[src/rtl/dsp_pkg.sv]
// decimal string parser package: word types, character codes, error codes
`default_nettype none

package dsp_pkg;

    localparam int MAX_DIGITS_DEF = 64;
    localparam int QUEUE_DEPTH    = 2;
    localparam int EXP_W          = 15;
    localparam int DC_W           = 7;

    localparam logic [EXP_W-1:0] EXP_MAX = 15'h7FFF;

    localparam logic [7:0] CH_E     = 8'h45;
    localparam logic [7:0] CH_POINT = 8'h2E;
    localparam logic [7:0] CH_MINUS = 8'h2D;
    localparam logic [7:0] CH_SPACE = 8'h20;
    localparam logic [7:0] CH_ZERO  = 8'h30;
    localparam logic [7:0] CH_NINE  = 8'h39;

    localparam logic [1:0] ERR_NONE   = 2'd0;
    localparam logic [1:0] ERR_SYNTAX = 2'd1;
    localparam logic [1:0] ERR_RANGE  = 2'd2;
    localparam logic [1:0] ERR_DIGITS = 2'd3;

    typedef struct packed {
        logic [7:0] ch;
        logic       last;
    } in_word_t;

    typedef struct packed {
        logic               digit_valid;
        logic [3:0]         digit_value;
        logic               done_res;
        logic               negative;
        logic signed [15:0] scale;
        logic [DC_W-1:0]    digit_count;
        logic [1:0]         error;
    } out_word_t;

    typedef enum logic [2:0] {
        CLS_DIGIT,
        CLS_MINUS,
        CLS_POINT,
        CLS_SPACE,
        CLS_EXP,
        CLS_OTHER
    } cls_t;

    typedef struct packed {
        cls_t       cls;
        logic [3:0] value;
        logic       last;
    } tok_t;

endpackage

`default_nettype wire

[src/rtl/decimal_string_parser_top.sv]
// decimal string parser top level
// a word waits in the token queue until the grammar step takes it and registers the result
// throughput: one character word per cycle while out_ready keeps the result register free
// a two-entry token queue lets the classifier keep taking words while the result waits
// reset: asynchronous, active low; parser returns to the sign phase, queue and result empty
`default_nettype none

module decimal_string_parser_top #(
    parameter int MAX_DIGITS = dsp_pkg::MAX_DIGITS_DEF
) (
    input  wire                    clk,
    input  wire                    rst_n,
    input  wire                    in_valid,
    output logic                   in_ready,
    input  wire dsp_pkg::in_word_t in_data,
    output logic                   out_valid,
    input  wire                    out_ready,
    output dsp_pkg::out_word_t     out_data
);
    import dsp_pkg::*;

    logic q_ready;
    logic push;
    tok_t push_tok;
    logic pop;
    logic head_valid;
    tok_t head_tok;

    dsp_front u_front (
        .in_data  (in_data),
        .in_valid (in_valid),
        .in_ready (in_ready),
        .q_ready  (q_ready),
        .push     (push),
        .push_tok (push_tok)
    );

    dsp_queue u_queue (
        .clk        (clk),
        .rst_n      (rst_n),
        .push       (push),
        .push_tok   (push_tok),
        .q_ready    (q_ready),
        .pop        (pop),
        .head_valid (head_valid),
        .head_tok   (head_tok)
    );

    dsp_back #(
        .MAX_DIGITS (MAX_DIGITS)
    ) u_back (
        .clk        (clk),
        .rst_n      (rst_n),
        .head_valid (head_valid),
        .head_tok   (head_tok),
        .pop        (pop),
        .out_valid  (out_valid),
        .out_ready  (out_ready),
        .out_data   (out_data)
    );

endmodule

`default_nettype wire

[src/rtl/dsp_front.sv]
// decimal string parser front end: character classification
`default_nettype none

module dsp_front (
    input  wire dsp_pkg::in_word_t in_data,
    input  wire                    in_valid,
    output logic                   in_ready,
    input  wire                    q_ready,
    output logic                   push,
    output dsp_pkg::tok_t          push_tok
);
    import dsp_pkg::*;

    logic [7:0] digit_off;

    assign in_ready  = q_ready;
    assign push      = in_valid & q_ready;
    assign digit_off = in_data.ch - CH_ZERO;

    always_comb
    begin
        push_tok.last  = in_data.last;
        push_tok.value = 4'd0;
        priority if (in_data.ch >= CH_ZERO && in_data.ch <= CH_NINE)
        begin
            push_tok.cls   = CLS_DIGIT;
            push_tok.value = digit_off[3:0];
        end
        else if (in_data.ch == CH_MINUS)
            push_tok.cls = CLS_MINUS;
        else if (in_data.ch == CH_POINT)
            push_tok.cls = CLS_POINT;
        else if (in_data.ch == CH_SPACE)
            push_tok.cls = CLS_SPACE;
        else if (in_data.ch == CH_E)
            push_tok.cls = CLS_EXP;
        else
            push_tok.cls = CLS_OTHER;
    end

endmodule

`default_nettype wire

[src/rtl/dsp_queue.sv]
// decimal string parser token queue between front and back ends
`default_nettype none

module dsp_queue (
    input  wire                clk,
    input  wire                rst_n,
    input  wire                push,
    input  wire dsp_pkg::tok_t push_tok,
    output logic               q_ready,
    input  wire                pop,
    output logic               head_valid,
    output dsp_pkg::tok_t      head_tok
);
    import dsp_pkg::*;

    localparam int PTR_W = $clog2(QUEUE_DEPTH);
    localparam int CNT_W = $clog2(QUEUE_DEPTH + 1);

    tok_t             mem_reg [QUEUE_DEPTH];
    logic [PTR_W-1:0] wr_ptr_reg;
    logic [PTR_W-1:0] rd_ptr_reg;
    logic [CNT_W-1:0] count_reg;
    logic             do_push;
    logic             do_pop;

    assign q_ready    = (count_reg != CNT_W'(QUEUE_DEPTH));
    assign head_valid = (count_reg != '0);
    assign head_tok   = mem_reg[rd_ptr_reg];
    assign do_push    = push & q_ready;
    assign do_pop     = pop & head_valid;

    always_ff @(posedge clk)
    begin
        if (do_push)
            mem_reg[wr_ptr_reg] <= push_tok;
    end

    always_ff @(posedge clk or negedge rst_n)
    begin
        if (!rst_n)
        begin
            wr_ptr_reg <= '0;
            rd_ptr_reg <= '0;
            count_reg  <= '0;
        end
        else
        begin
            if (do_push)
                wr_ptr_reg <= wr_ptr_reg + 1'b1;
            if (do_pop)
                rd_ptr_reg <= rd_ptr_reg + 1'b1;
            if (do_push && !do_pop)
                count_reg <= count_reg + 1'b1;
            else if (do_pop && !do_push)
                count_reg <= count_reg - 1'b1;
        end
    end

endmodule

`default_nettype wire

[src/rtl/dsp_back.sv]
// decimal string parser back end: grammar state machine and result register
`default_nettype none

module dsp_back #(
    parameter int MAX_DIGITS = dsp_pkg::MAX_DIGITS_DEF
) (
    input  wire                clk,
    input  wire                rst_n,
    input  wire                head_valid,
    input  wire dsp_pkg::tok_t head_tok,
    output logic               pop,
    output logic               out_valid,
    input  wire                out_ready,
    output dsp_pkg::out_word_t out_data
);
    import dsp_pkg::*;

    localparam int CNT_W = $clog2(MAX_DIGITS + 1);
    localparam int SC_W  = ((CNT_W > EXP_W) ? CNT_W : EXP_W) + 2;
    localparam int EP_W  = EXP_W + 4;

    typedef enum logic [2:0] {
        PH_SIGN,
        PH_INT,
        PH_FRAC,
        PH_EXPE,
        PH_ESGN,
        PH_EDIG
    } phase_t;

    phase_t           phase_reg,  phase_next;
    logic             sign_reg,   sign_next;
    logic [CNT_W-1:0] mant_reg,   mant_next;
    logic [CNT_W-1:0] frac_reg,   frac_next;
    logic [EXP_W-1:0] emag_reg,   emag_next;
    logic             eneg_reg,   eneg_next;
    logic [1:0]       err_reg,    err_next;
    logic             out_valid_reg, out_valid_next;
    out_word_t        out_reg,    out_next;

    logic                   take;
    logic                   marker;
    logic                   store;
    logic                   store_frac;
    logic [EP_W-1:0]        exp_sum;
    logic signed [SC_W-1:0] frac_ext;
    logic signed [SC_W-1:0] exp_ext;
    logic signed [SC_W-1:0] sc;
    logic                   sc_ok;
    logic [CNT_W+DC_W-1:0]  cnt_wide;

    assign take      = head_valid & (~out_valid_reg | out_ready);
    assign pop       = take;
    assign out_valid = out_valid_reg;
    assign out_data  = out_reg;

    assign exp_sum = (EP_W'(emag_reg) << 3) + (EP_W'(emag_reg) << 1)
                   + EP_W'(head_tok.value);

    always_comb
    begin
        phase_next     = phase_reg;
        sign_next      = sign_reg;
        mant_next      = mant_reg;
        frac_next      = frac_reg;
        emag_next      = emag_reg;
        eneg_next      = eneg_reg;
        err_next       = err_reg;
        out_valid_next = out_valid_reg & ~out_ready;
        out_next       = out_reg;
        marker         = 1'b0;
        store          = 1'b0;
        store_frac     = 1'b0;
        frac_ext       = '0;
        exp_ext        = '0;
        sc             = '0;
        sc_ok          = 1'b1;
        cnt_wide       = '0;

        if (take)
        begin
            out_valid_next       = 1'b1;
            out_next             = '0;

            if (err_reg == ERR_NONE)
            begin
                priority if (phase_reg == PH_SIGN && head_tok.cls == CLS_MINUS)
                begin
                    sign_next  = 1'b1;
                    phase_next = PH_INT;
                end
                else if (phase_reg == PH_SIGN || phase_reg == PH_INT)
                begin
                    phase_next = PH_INT;
                    if (head_tok.cls == CLS_POINT)
                        phase_next = PH_FRAC;
                    else if (head_tok.cls == CLS_DIGIT)
                        store = 1'b1;
                    else
                    begin
                        phase_next = PH_EXPE;
                        marker     = 1'b1;
                    end
                end
                else if (phase_reg == PH_FRAC)
                begin
                    if (head_tok.cls == CLS_DIGIT)
                    begin
                        store      = 1'b1;
                        store_frac = 1'b1;
                    end
                    else
                    begin
                        phase_next = PH_EXPE;
                        marker     = 1'b1;
                    end
                end
                else if (phase_reg == PH_EXPE)
                    marker = 1'b1;
                else if (phase_reg == PH_ESGN && head_tok.cls == CLS_MINUS)
                begin
                    eneg_next  = 1'b1;
                    phase_next = PH_EDIG;
                end
                else if (phase_reg == PH_ESGN || phase_reg == PH_EDIG)
                begin
                    phase_next = PH_EDIG;
                    if (head_tok.cls == CLS_DIGIT)
                    begin
                        if (exp_sum > EP_W'(EXP_MAX))
                        begin
                            emag_next = EXP_MAX;
                            err_next  = ERR_RANGE;
                        end
                        else
                            emag_next = exp_sum[EXP_W-1:0];
                    end
                    else
                        err_next = ERR_SYNTAX;
                end
                else
                    err_next = ERR_SYNTAX;

                // exponent marker expected: spaces allowed before it
                if (marker)
                begin
                    if (head_tok.cls == CLS_EXP)
                        phase_next = PH_ESGN;
                    else if (head_tok.cls != CLS_SPACE)
                        err_next = ERR_SYNTAX;
                end

                if (store)
                begin
                    if (mant_reg >= CNT_W'(MAX_DIGITS))
                        err_next = ERR_DIGITS;
                    else
                    begin
                        mant_next            = mant_reg + 1'b1;
                        out_next.digit_valid = 1'b1;
                        out_next.digit_value = head_tok.value;
                        if (store_frac)
                            frac_next = frac_reg + 1'b1;
                    end
                end
            end

            if (head_tok.last)
            begin
                frac_ext = SC_W'(frac_next);
                exp_ext  = SC_W'(emag_next);
                sc       = eneg_next ? (frac_ext + exp_ext) : (frac_ext - exp_ext);
                // fits in 16 bits when the upper bits are a pure sign extension
                sc_ok    = (&sc[SC_W-1:15]) | ~(|sc[SC_W-1:15]);
                if (err_next == ERR_NONE && !sc_ok)
                    err_next = ERR_RANGE;
                cnt_wide = (CNT_W+DC_W)'(mant_next);

                out_next.done_res = 1'b1;
                out_next.error    = err_next;
                if (err_next == ERR_NONE)
                begin
                    out_next.negative    = sign_next;
                    out_next.scale       = sc[15:0];
                    out_next.digit_count = cnt_wide[DC_W-1:0];
                end

                phase_next = PH_SIGN;
                sign_next  = 1'b0;
                mant_next  = '0;
                frac_next  = '0;
                emag_next  = '0;
                eneg_next  = 1'b0;
                err_next   = ERR_NONE;
            end
        end
    end

    always_ff @(posedge clk or negedge rst_n)
    begin
        if (!rst_n)
        begin
            phase_reg     <= PH_SIGN;
            sign_reg      <= 1'b0;
            mant_reg      <= '0;
            frac_reg      <= '0;
            emag_reg      <= '0;
            eneg_reg      <= 1'b0;
            err_reg       <= ERR_NONE;
            out_valid_reg <= 1'b0;
            out_reg       <= '0;
        end
        else
        begin
            phase_reg     <= phase_next;
            sign_reg      <= sign_next;
            mant_reg      <= mant_next;
            frac_reg      <= frac_next;
            emag_reg      <= emag_next;
            eneg_reg      <= eneg_next;
            err_reg       <= err_next;
            out_valid_reg <= out_valid_next;
            out_reg       <= out_next;
        end
    end

endmodule

`default_nettype wire
[config.mk]
export PLATFORM = sky130hd
export DESIGN_NAME = decimal_string_parser_top
export DESIGN_NICKNAME = d
export VERILOG_FILES = /design/src/rtl/dsp_pkg.sv /design/src/rtl/decimal_string_parser_top.sv /design/src/rtl/dsp_front.sv /design/src/rtl/dsp_queue.sv /design/src/rtl/dsp_back.sv
export SDC_FILE = /design/constraint.sdc
export NUM_CORES = 1
export LEC_CHECK = 0
export ABC_AREA = 0
export BUFFER_PORTS_ARGS = -buffer_cell sky130_fd_sc_hd__buf_2
export CORE_ASPECT_RATIO = 0.7
export CORE_MARGIN = 5
export CORE_UTILIZATION = 40
export CTS_BUF_LIST = sky130_fd_sc_hd__clkbuf_8 sky130_fd_sc_hd__clkbuf_16
export CTS_CLUSTER_DIAMETER = 30
export DETAILED_ROUTE_END_ITERATION = 16
export PLACE_DENSITY = 0.59
export SKIP_LAST_GASP = 1
export SLEW_MARGIN = 20
export SYNTH_ARGS = -nofsm -noshare
export SYNTH_HDL_FRONTEND = slang
export SYNTH_SLANG_ARGS = --single-unit
[constraint.sdc]
create_clock -name clk -period 5.46 [get_ports clk]
set_input_delay 1.638 -clock clk [delete_from_list [all_inputs] [get_ports clk]]
set_output_delay 1.638 -clock clk [all_outputs]
set_load 0.05 [all_outputs]
==> results of run 1 <==
## what timing repair did
item	CTS	global route
pin swaps	0	6
gates resized for setup	2	21
buffers inserted	0	2
setup endpoints to repair	3	25
## routing by layer
layer	wire length [um]	up-vias	track usage, %
li1	-	2657	-
met1	9120	2670	30.4
met2	6770	193	25.3
met3	1240	14	4.61
met4	246	0	4.64
met5	0	-	0
## cell families (layout without fill, tap and decap cells)
logic type,Yosys count,in the layout
compound gates,221,221
mux,10,10
simple gates,228,228
flops,89,89
fa+ha+maj,51,51
buf+inv,62,117
xor+xnor,43,43
## stage by stage
step                utilization [%]  TNS, ps  total power [mW]  cells  hold slack, ps
floorplan                         -        0              1.47    704             461
global placement               43.8        0              1.72    941             457
detailed placement             43.8     -241              1.73    941             465
CTS                            45.8        0              2.39    957             483
global route                   46.5    -93.3              2.52    959             497
finish                         46.5        0              2.40    959             477
## where the power goes
group | internal (mW) | switching, mW | leakage [nW]
registers | 0.770 | 0.0876 | 1.14
clock network | 0.361 | 0.289 | 0.152
logic | 0.279 | 0.610 | 1.92
total | 1.41 | 0.987 | 3.22
## layout make-up
class	instances	area (sq um)
fill	1448	8220
multi-input combinational	553	3770
sequential	89	2310
timing repair buffer	65	379
tap	200	250
clock buffer	9	225
inverter	36	135
clock inverter	7	77.6
## worst max path at each step
stage,start,end,slack (ps),depth (start not counted)
after global routing,u_queue.rd_ptr_reg$_DFFE_PN0P_,u_back.out_data[23]$_DFFE_PN0P_,-50,24
after detailed placement,u_queue.rd_ptr_reg$_DFFE_PN0P_,u_back.out_data[19]$_DFFE_PN0P_,-110,23
after CTS,u_queue.rd_ptr_reg$_DFFE_PN0P_,u_back.out_data[19]$_DFFE_PN0P_,20,23
after global placement,u_queue.rd_ptr_reg$_DFFE_PN0P_,u_back.out_data[23]$_DFFE_PN0P_,130,24
final,u_queue.rd_ptr_reg$_DFFE_PN0P_,u_back.out_data[23]$_DFFE_PN0P_,230,24
after floorplan,u_queue.rd_ptr_reg$_DFFE_PN0P_,u_back.out_data[23]$_DFFE_PN0P_,50,26
## cell usage in the layout (no fill, tap or decap), types with 6 or more instances in the layout
cell type | netlist | routed
a21o_1 | 8 | 8
a21oi_1 | 48 | 43
a22o_1 | 6 | 6
a31oi_1 | 12 | 11
and3_1 | 8 | 7
buf_2 | 2 | 45
buf_4 | 0 | 19
clkbuf_16 | 0 | 9
dfrtp_1 | 73 | 73
edfxtp_1 | 16 | 16
ha_1 | 47 | 44
inv_1 | 35 | 35
nand2_1 | 98 | 98
nand3_1 | 12 | 12
nand4_1 | 6 | 6
nor2_1 | 55 | 55
nor3_1 | 9 | 9
nor4_1 | 6 | 6
o21ai_0 | 67 | 66
o21bai_1 | 9 | 8
o22ai_1 | 9 | 8
o31ai_1 | 13 | 12
or3_1 | 6 | 6
xnor2_1 | 26 | 26
xor2_1 | 17 | 17
## worst register-to-register path, delay by kind of cell, from the launching register on
kind                     cells  cell delay (ps)
flip-flops                   1              400
XOR/XNOR                     1              160
buffers and inverters        2              110
AO/OA/AOI/OAI               11             1790
AND/OR/NAND/NOR              4              790
multiplexers                 1              370
adder cells (fa/ha/maj)      5             1470
==> out/results.txt, run 1 <==
The flow ran to the end, and the final reports show no timing, DRC or antenna violations. The initial utilization of the core area, before any placement, comes to 40.4%. After routing the design area is 7140 sq um.

TritonCTS built the clock tree. The critical path is of the reg -> reg type. The clock root buffer master was clkbuf_16. Counting every sink on the clock net gives 89. The wire-length estimate of the detail-placed layout is 13000 um.

The portion of synthesized area spent on multiplexers is 1.70%. The worst register-to-register path begins at u_queue.rd_ptr_reg$_DFFE_PN0P_. By instance count, the leading cell after synthesis is nand2_1.

The average instance in the mapped netlist occupies 8.80 sq um. Sorting the synthesized cells by how often they occur yields nand2_1 (98), dfrtp_1 (73), o21ai_0 (67), nor2_1 (55), a21oi_1 (48). Via count of the first global-routing pass: 5188. The remaining antenna violation count was 0. Setup repair after global routing could not meet its margin everywhere. Entering global routing, the biggest net connects 74 pins. The worst setup path is captured at a flop.

The worst supply voltage drop on vdd was 0.181 mV. Along the worst path, the maximum fanout reaches 4. The reported leakage power came out at 3.22 nW. The run gives 5534 as the total number of vias. In this run the tool buffered the top-level ports with 46 buffer cells. After floorplanning, the core was divided into 38 placement rows.

Measured against its own limit, the worst slew margin works out to 36.9%. The tools report the pre-CTS setup slack as -107 ps. The predominant post-synthesis flop cell was dfrtp_1. Yosys mapped a number of flops with a built-in enable equal to 16. The tools report the sort of element at the start of the critical path as a flop.

The H-tree generated during clock tree synthesis spans 3 levels. For this block, the initial DRC count from the detailed router was 443. The xor/xnor cell area share of the yosys netlist is 6.08%, and the share of flip-flops with an asynchronous set or reset is 82.0%.

The endpoint of the most critical register-to-register path was u_back.out_data[23]$_DFFE_PN0P_. The worst path uses 95.8% of the clock period. Sorting the synthesized cells by area gives the leading types as dfrtp_1 (29%), ha_1 (9.5%), edfxtp_1 (7.8%). The worst hold path terminates at u_back.out_data[6]$_DFFE_PN0P_. The top cell type by total area after synthesis is dfrtp_1. The number of distinct library cells after synthesis is 69, and the final-stage net count is 818. Summing the areas of all compound-gate instances in the mapped netlist gives 23.4% of the synthesized area. After synthesis the cells add up to 6200 sq um. The total routing resource utilization after global routing was 19.0%. The routed design has 17400 um of wire. Derived from the worst setup path, the maximum achievable clock frequency is 191 MHz. Arrival time reported for the critical path endpoint: 5470 ps.

The placed instances occupy a cell area of 6720 sq um. By area, the combinational part of the netlist is dominated by compound AO/OA/AOI/OAI gates. The tools report the first-pass GRT wire length as 28000 um.

The class of the tightest hold or removal check was reg -> reg. After clock tree synthesis, the clock-pin slew on the worst setup and hold paths is 70 ps. The total overflow left after global routing is 0.

Cells with a size suffix above 1 make up 15.7% of the layout. The logs give 230 ps for the slack of the worst reg-to-reg path and 0 for the number of setup violations in the final report. The signed area change from the synthesized netlist to the final layout works out to 15.2%.

The max-slew violation total from the final report came out at 0. The depth of the most critical reg-to-reg path was 24; the number of clock buffers inserted by TritonCTS was 9. The startpoint identified for the worst hold timing path is u_back.out_data[6]$_DFFE_PN0P_. For this run, design rule violations remaining after detail routing come to 0. The die covers 18100 sq um. Counting every instance in the synthesized netlist gives 704.

The worst hold path passes through 2 cells. The clock latency of the later-clocked register in the worst-skew pair was 350 ps. The placer's final routability congestion estimate came out at 0.902.

The floorplan step set the die height to 114 um. From left edge to right edge, the die measures 159 um. The tools report the synthesis warning total as 0.

The first TritonRoute pass finished after 5 iterations. The worst stage delay on the critical path was 400 ps; the via density per instance was 5.77. Across the run, the number of max-cap violations was 0. The run gives 0 as the antenna diode count. The actual slew at the worst max-slew pin was 942 ps. The clock passes through at most 2 buffers. The areal power density over the cells is 336 nW/um^2. Counting flops and latches in the post-synthesis netlist gives 89.

The proportion of synthesized chip area in sequential cells was 37.2%; the adder-cell share of the synthesized area was 10.8%. Data on the critical path is required at its endpoint by 5700 ps. Total buffers and inverters traversed by the critical path: 2. For the finished layout, the period the worst path requires is 5230 ps. The core footprint is 15400 sq um. Broken down by cell family, the worst path's largest delay share belongs to compound AO/OA/AOI/OAI gates. The slowest stage of the critical path belongs to the cell dfrtp_1. After synthesis, the largest area contributor takes up 29.5% of total cell area. The synthesized netlist net count is 768, and the number of flip-flops in the largest register is 32.

The hold violation count in the final report is 0, and the number of antenna violations at the first check in global routing is 0. The tools report the minimum setup slack in the final design as 231 ps. Hold-fix buffer count after cts: 0.

After Yosys synthesis, and, or, nand and nor cells account for 17.0% of the synthesized area. The mean routed wirelength per cell was 18.1 um. For this design the top-level I/O count stands at 47. Across the routed clock network, the largest skew measured is 9.73 ps.

Walking the worst path, the cells encountered are mux2_2 -> ha_1 -> ha_2 -> inv_1 -> fa_2 -> nand2b_4 -> a21o_1 -> a21o_1 -> and3_1 -> o21a_1 -> and3_4 -> a31oi_4 -> ha_2 -> inv_1 -> fa_1 -> a21oi_2 -> o21bai_1 -> a21oi_1 -> o21bai_1 -> a21oi_2 -> and3b_1 -> a32oi_2 -> xor2_1 -> o21ai_0.
Note: power is estimated with default switching activity, not from simulation.
==> run 2, diff against run 1 <==
--- a/config.mk
+++ b/config.mk
@@ -13,6 +13,7 @@
 export CTS_BUF_LIST = sky130_fd_sc_hd__clkbuf_8 sky130_fd_sc_hd__clkbuf_16
 export CTS_CLUSTER_DIAMETER = 30
 export DETAILED_ROUTE_END_ITERATION = 16
+export GPL_TIMING_DRIVEN = 0
 export PLACE_DENSITY = 0.59
 export SKIP_LAST_GASP = 1
 export SLEW_MARGIN = 20
==> run 2 against run 1 <==
Compared with the run above:
- worst hold slack got worse by 2.5 ps
- utilization rose by 3.0 points
- flip-flop and latch count did not move
- register-to-register slack worse by 110 ps
- first-iteration DRC count is 12% higher
- clock skew is essentially flat
==> out/results.txt, run 2 (synthesis gave the netlist of run 1 again) <==
The flow ran to the end, and the final reports show no timing, DRC or antenna violations. The logs give 5610 ps (+140 ps) for the arrival time reported for the critical path endpoint and 5454 (+5.1%) for the via count of the first global-routing pass. First-pass iteration count of the detailed router: 5 (unchanged).

For the fmax, the log shows 187 MHz (-2.1%). The logs give 0 (unchanged) for the remaining antenna violation count and 0 (unchanged) for the number of setup violations in the final report. The tools report the sort of element at the start of the critical path as a flop. The full die area was 18100 sq um (unchanged); the core utilization of the finished layout was 49.5% (+3.0 points).

The hold violation count in the final report was 0 (unchanged). The cell internal power dissipation was 1.54 mW (+9.1%); the via density per instance was 5.73 (-0.68%). The largest buffer count on any clock path is 2 (unchanged), and the number of clock buffers inserted by TritonCTS is 9 (unchanged). The sequential power share was 32.7% (-3.1 points); the core footprint was 15400 sq um (unchanged). Clock latency of the later-clocked register in the worst-skew pair: 340 ps (about the same).

The run gives 30.0% (-6.9 points) as the worst relative slew slack. In this run the clock root is driven by a clkbuf_16. The I/O pin count was 47 (unchanged). The actual slew at the worst max-slew pin works out to 1040 ps (+103 ps). The post-detailed-placement half-perimeter wirelength was 13600 um (+4.9%). Setup repair after global routing could not meet its margin everywhere. The final-stage net count was 854 (+4.4%).

The effective utilization at floorplan was 40.4% (unchanged); the total number of vias was 5697 (+2.9%). Floorplan die width: 159 um (unchanged). The largest net degree at the start of global routing was 50 (-32%). The run gives 0 (unchanged) as the hold-fix buffer count after cts. The tightest min-delay check is of the reg -> reg type. The height of the chip is 114 um (unchanged), and the total power consumption of the routed design is 2.57 mW (+7.4%). For the antenna diode count, the log shows 0 (unchanged). The cell area after placement is 6720 sq um (about the same). The maximum net fanout on the critical path was 6 (+2); the net load switching power was 1.03 mW (+4.9%).

The setup path with the least slack is of type reg -> reg. The clock network fraction of total power is 27.1% (about the same), and the count of input and output buffers is 46 (unchanged). The proportion of layout cells with a drive suffix above 1 works out to 19.5% (+3.8 points).

The data required time at the worst endpoint is 5730 ps (+30 ps). The number of antenna violations at the first check in global routing was 0 (unchanged). The area growth from synthesis to layout is 22.5%.

The clock sink count was 89 (unchanged). The number of flip-flops in the largest register is 32 (unchanged), and the max-slew violation total from the final report is 0 (unchanged). The switching part of the total was 40.2% (-0.95 points). For the worst supply voltage drop on vdd, the log shows 0.223 mV (+23%). For the total routing resource utilization after global routing, the log shows 20.4% (+1.4 points). The run gives 495 (+12%) as the first-iteration detailed-routing DRC count. The share of the clock period used by the worst path after layout is 97.8% (+2.1 points). The top cell types in the final layout, fill and taps aside, are nand2_1 (98), dfrtp_1 (73), nor2_1 (55), o21ai_0 (54), buf_2 (47). The largest clock skew in the final design is 9.33 ps (-0.399 ps), and the final routed DRC violation total is 0 (unchanged). The fraction of power consumed by combinational cells was 40.2% (+3.1 points). Leaving out fill and tap cells, the most frequent cell in the layout is nand2_1.

For the total number of H-tree levels, the log shows 3 (unchanged). Placer's final routability congestion estimate: 0.891 (-1.2%). Count of standard-cell rows: 38 (unchanged). Clock transition at the registers of the reported paths: 70 ps (about the same).

The kind of end point of the critical path was a flop. The mean routed wirelength per cell came out at 18.5 um (+2.3%). The run gives 7590 sq um (+6.4%) as the total non-filler cell area in the finished layout. The aggregate global routing overflow is 0 (unchanged), and the number of max-cap violations is 0 (unchanged). The routed wire length was 18400 um (+6.0%). The reported leakage power was 3.39 nW (+5.3%); the areal power density over the cells was 339 nW/um^2 (+0.96%). The first-pass GRT wire length is 30000 um (+6.9%), and the post-route minimum period is 5340 ps (+113 ps).

TritonCTS built the clock tree.
## run 2: changes by cell type in the layout (fill, tap and decap cells not counted), sizes merged
| cell | delta |
|---|---|
| clkinv | -2 |
| clkbuf | +23 |
| inv | -1 |
| bufinv | +1 |
| buf | +14 |
## run 2: critical path, stage by stage (launching register included)
cell and delay, ps:
dfrtp_1 390, buf_6 140, mux2i_4 180, fa_2 570
inv_2 50, ha_4 240, a211oi_4 240, o21ai_4 120
a211o_1 350, a211oi_4 300, o2111ai_4 280, o22ai_4 240
inv_1 110, ha_1 300, a21oi_1 140, o21bai_1 90
a21o_1 180, nand2_1 120, a21oi_4 90, nand2_1 110
nor2_1 60, a211o_1 340, or4_1 510, o211ai_1 90
## run 2: layout make-up
type	count	area, sq um
plain buffers	25	111
multi-input cells	553	3980
repair buffers	76	485
clock buffers	10	250
clock inverters	5	77.6
well taps	200	250
flip-flops and latches	89	2310
fillers	1469	7760
inverters	36	135
## run 2: metal layers
layer / track usage [%] / vias up / share of wire (%)
met4: 3.09 / 0 / 0.45
li1: - / 2719 / -
met2: 28.7 / 189 / 40
met1: 32.3 / 2782 / 52
met3: 4.61 / 7 / 7.2
met5: 0 / - / 0
## run 2: final timing paths
kind	startpoint	endpoint	slack [ps]	cells after the start
min in group asynchronous	rst_n	u_back.out_data[17]$_DFFE_PN0P_	1190	1
hold / removal	u_back.out_data[31]$_DFFE_PN0P_	u_back.out_data[31]$_DFFE_PN0P_	470	2
hold reg to reg	u_back.out_data[31]$_DFFE_PN0P_	u_back.out_data[31]$_DFFE_PN0P_	470	2
setup / recovery	u_queue.rd_ptr_reg$_DFFE_PN0P_	u_back.out_data[19]$_DFFE_PN0P_	120	23
max in group asynchronous	rst_n	u_back.emag_reg[9]$_DFFE_PN0P_	3670	2
setup reg to reg	u_queue.rd_ptr_reg$_DFFE_PN0P_	u_back.out_data[19]$_DFFE_PN0P_	120	23
## run 2: timing repair
item	CTS	global route
buffers inserted	23	7
endpoints found under the setup margin	25	25
pin swaps	34	33
gates resized for setup	56	31
## run 2: power groups by stage
stage                     sequential [mW]  clock (mW)  combinational [mW]
after global placement              0.848           0               0.892
after floorplan                     0.926           0               0.547
after detailed placement            0.854           0               0.906
after CTS                           0.842       0.709                1.02
final                               0.842       0.696                1.03
after global routing                0.854       0.735                1.13
## run 2: stage by stage
step	hold slack [ps]	TNS (ps)	setup slack [ps]	std cells
after CTS	482	0	13.7	988
after global placement	459	-20800	-1100	950
final	475	0	118	994
after global routing	495	-264	-119	994
after floorplan	461	0	48.7	704
after detailed placement	467	-22820	-1210	951
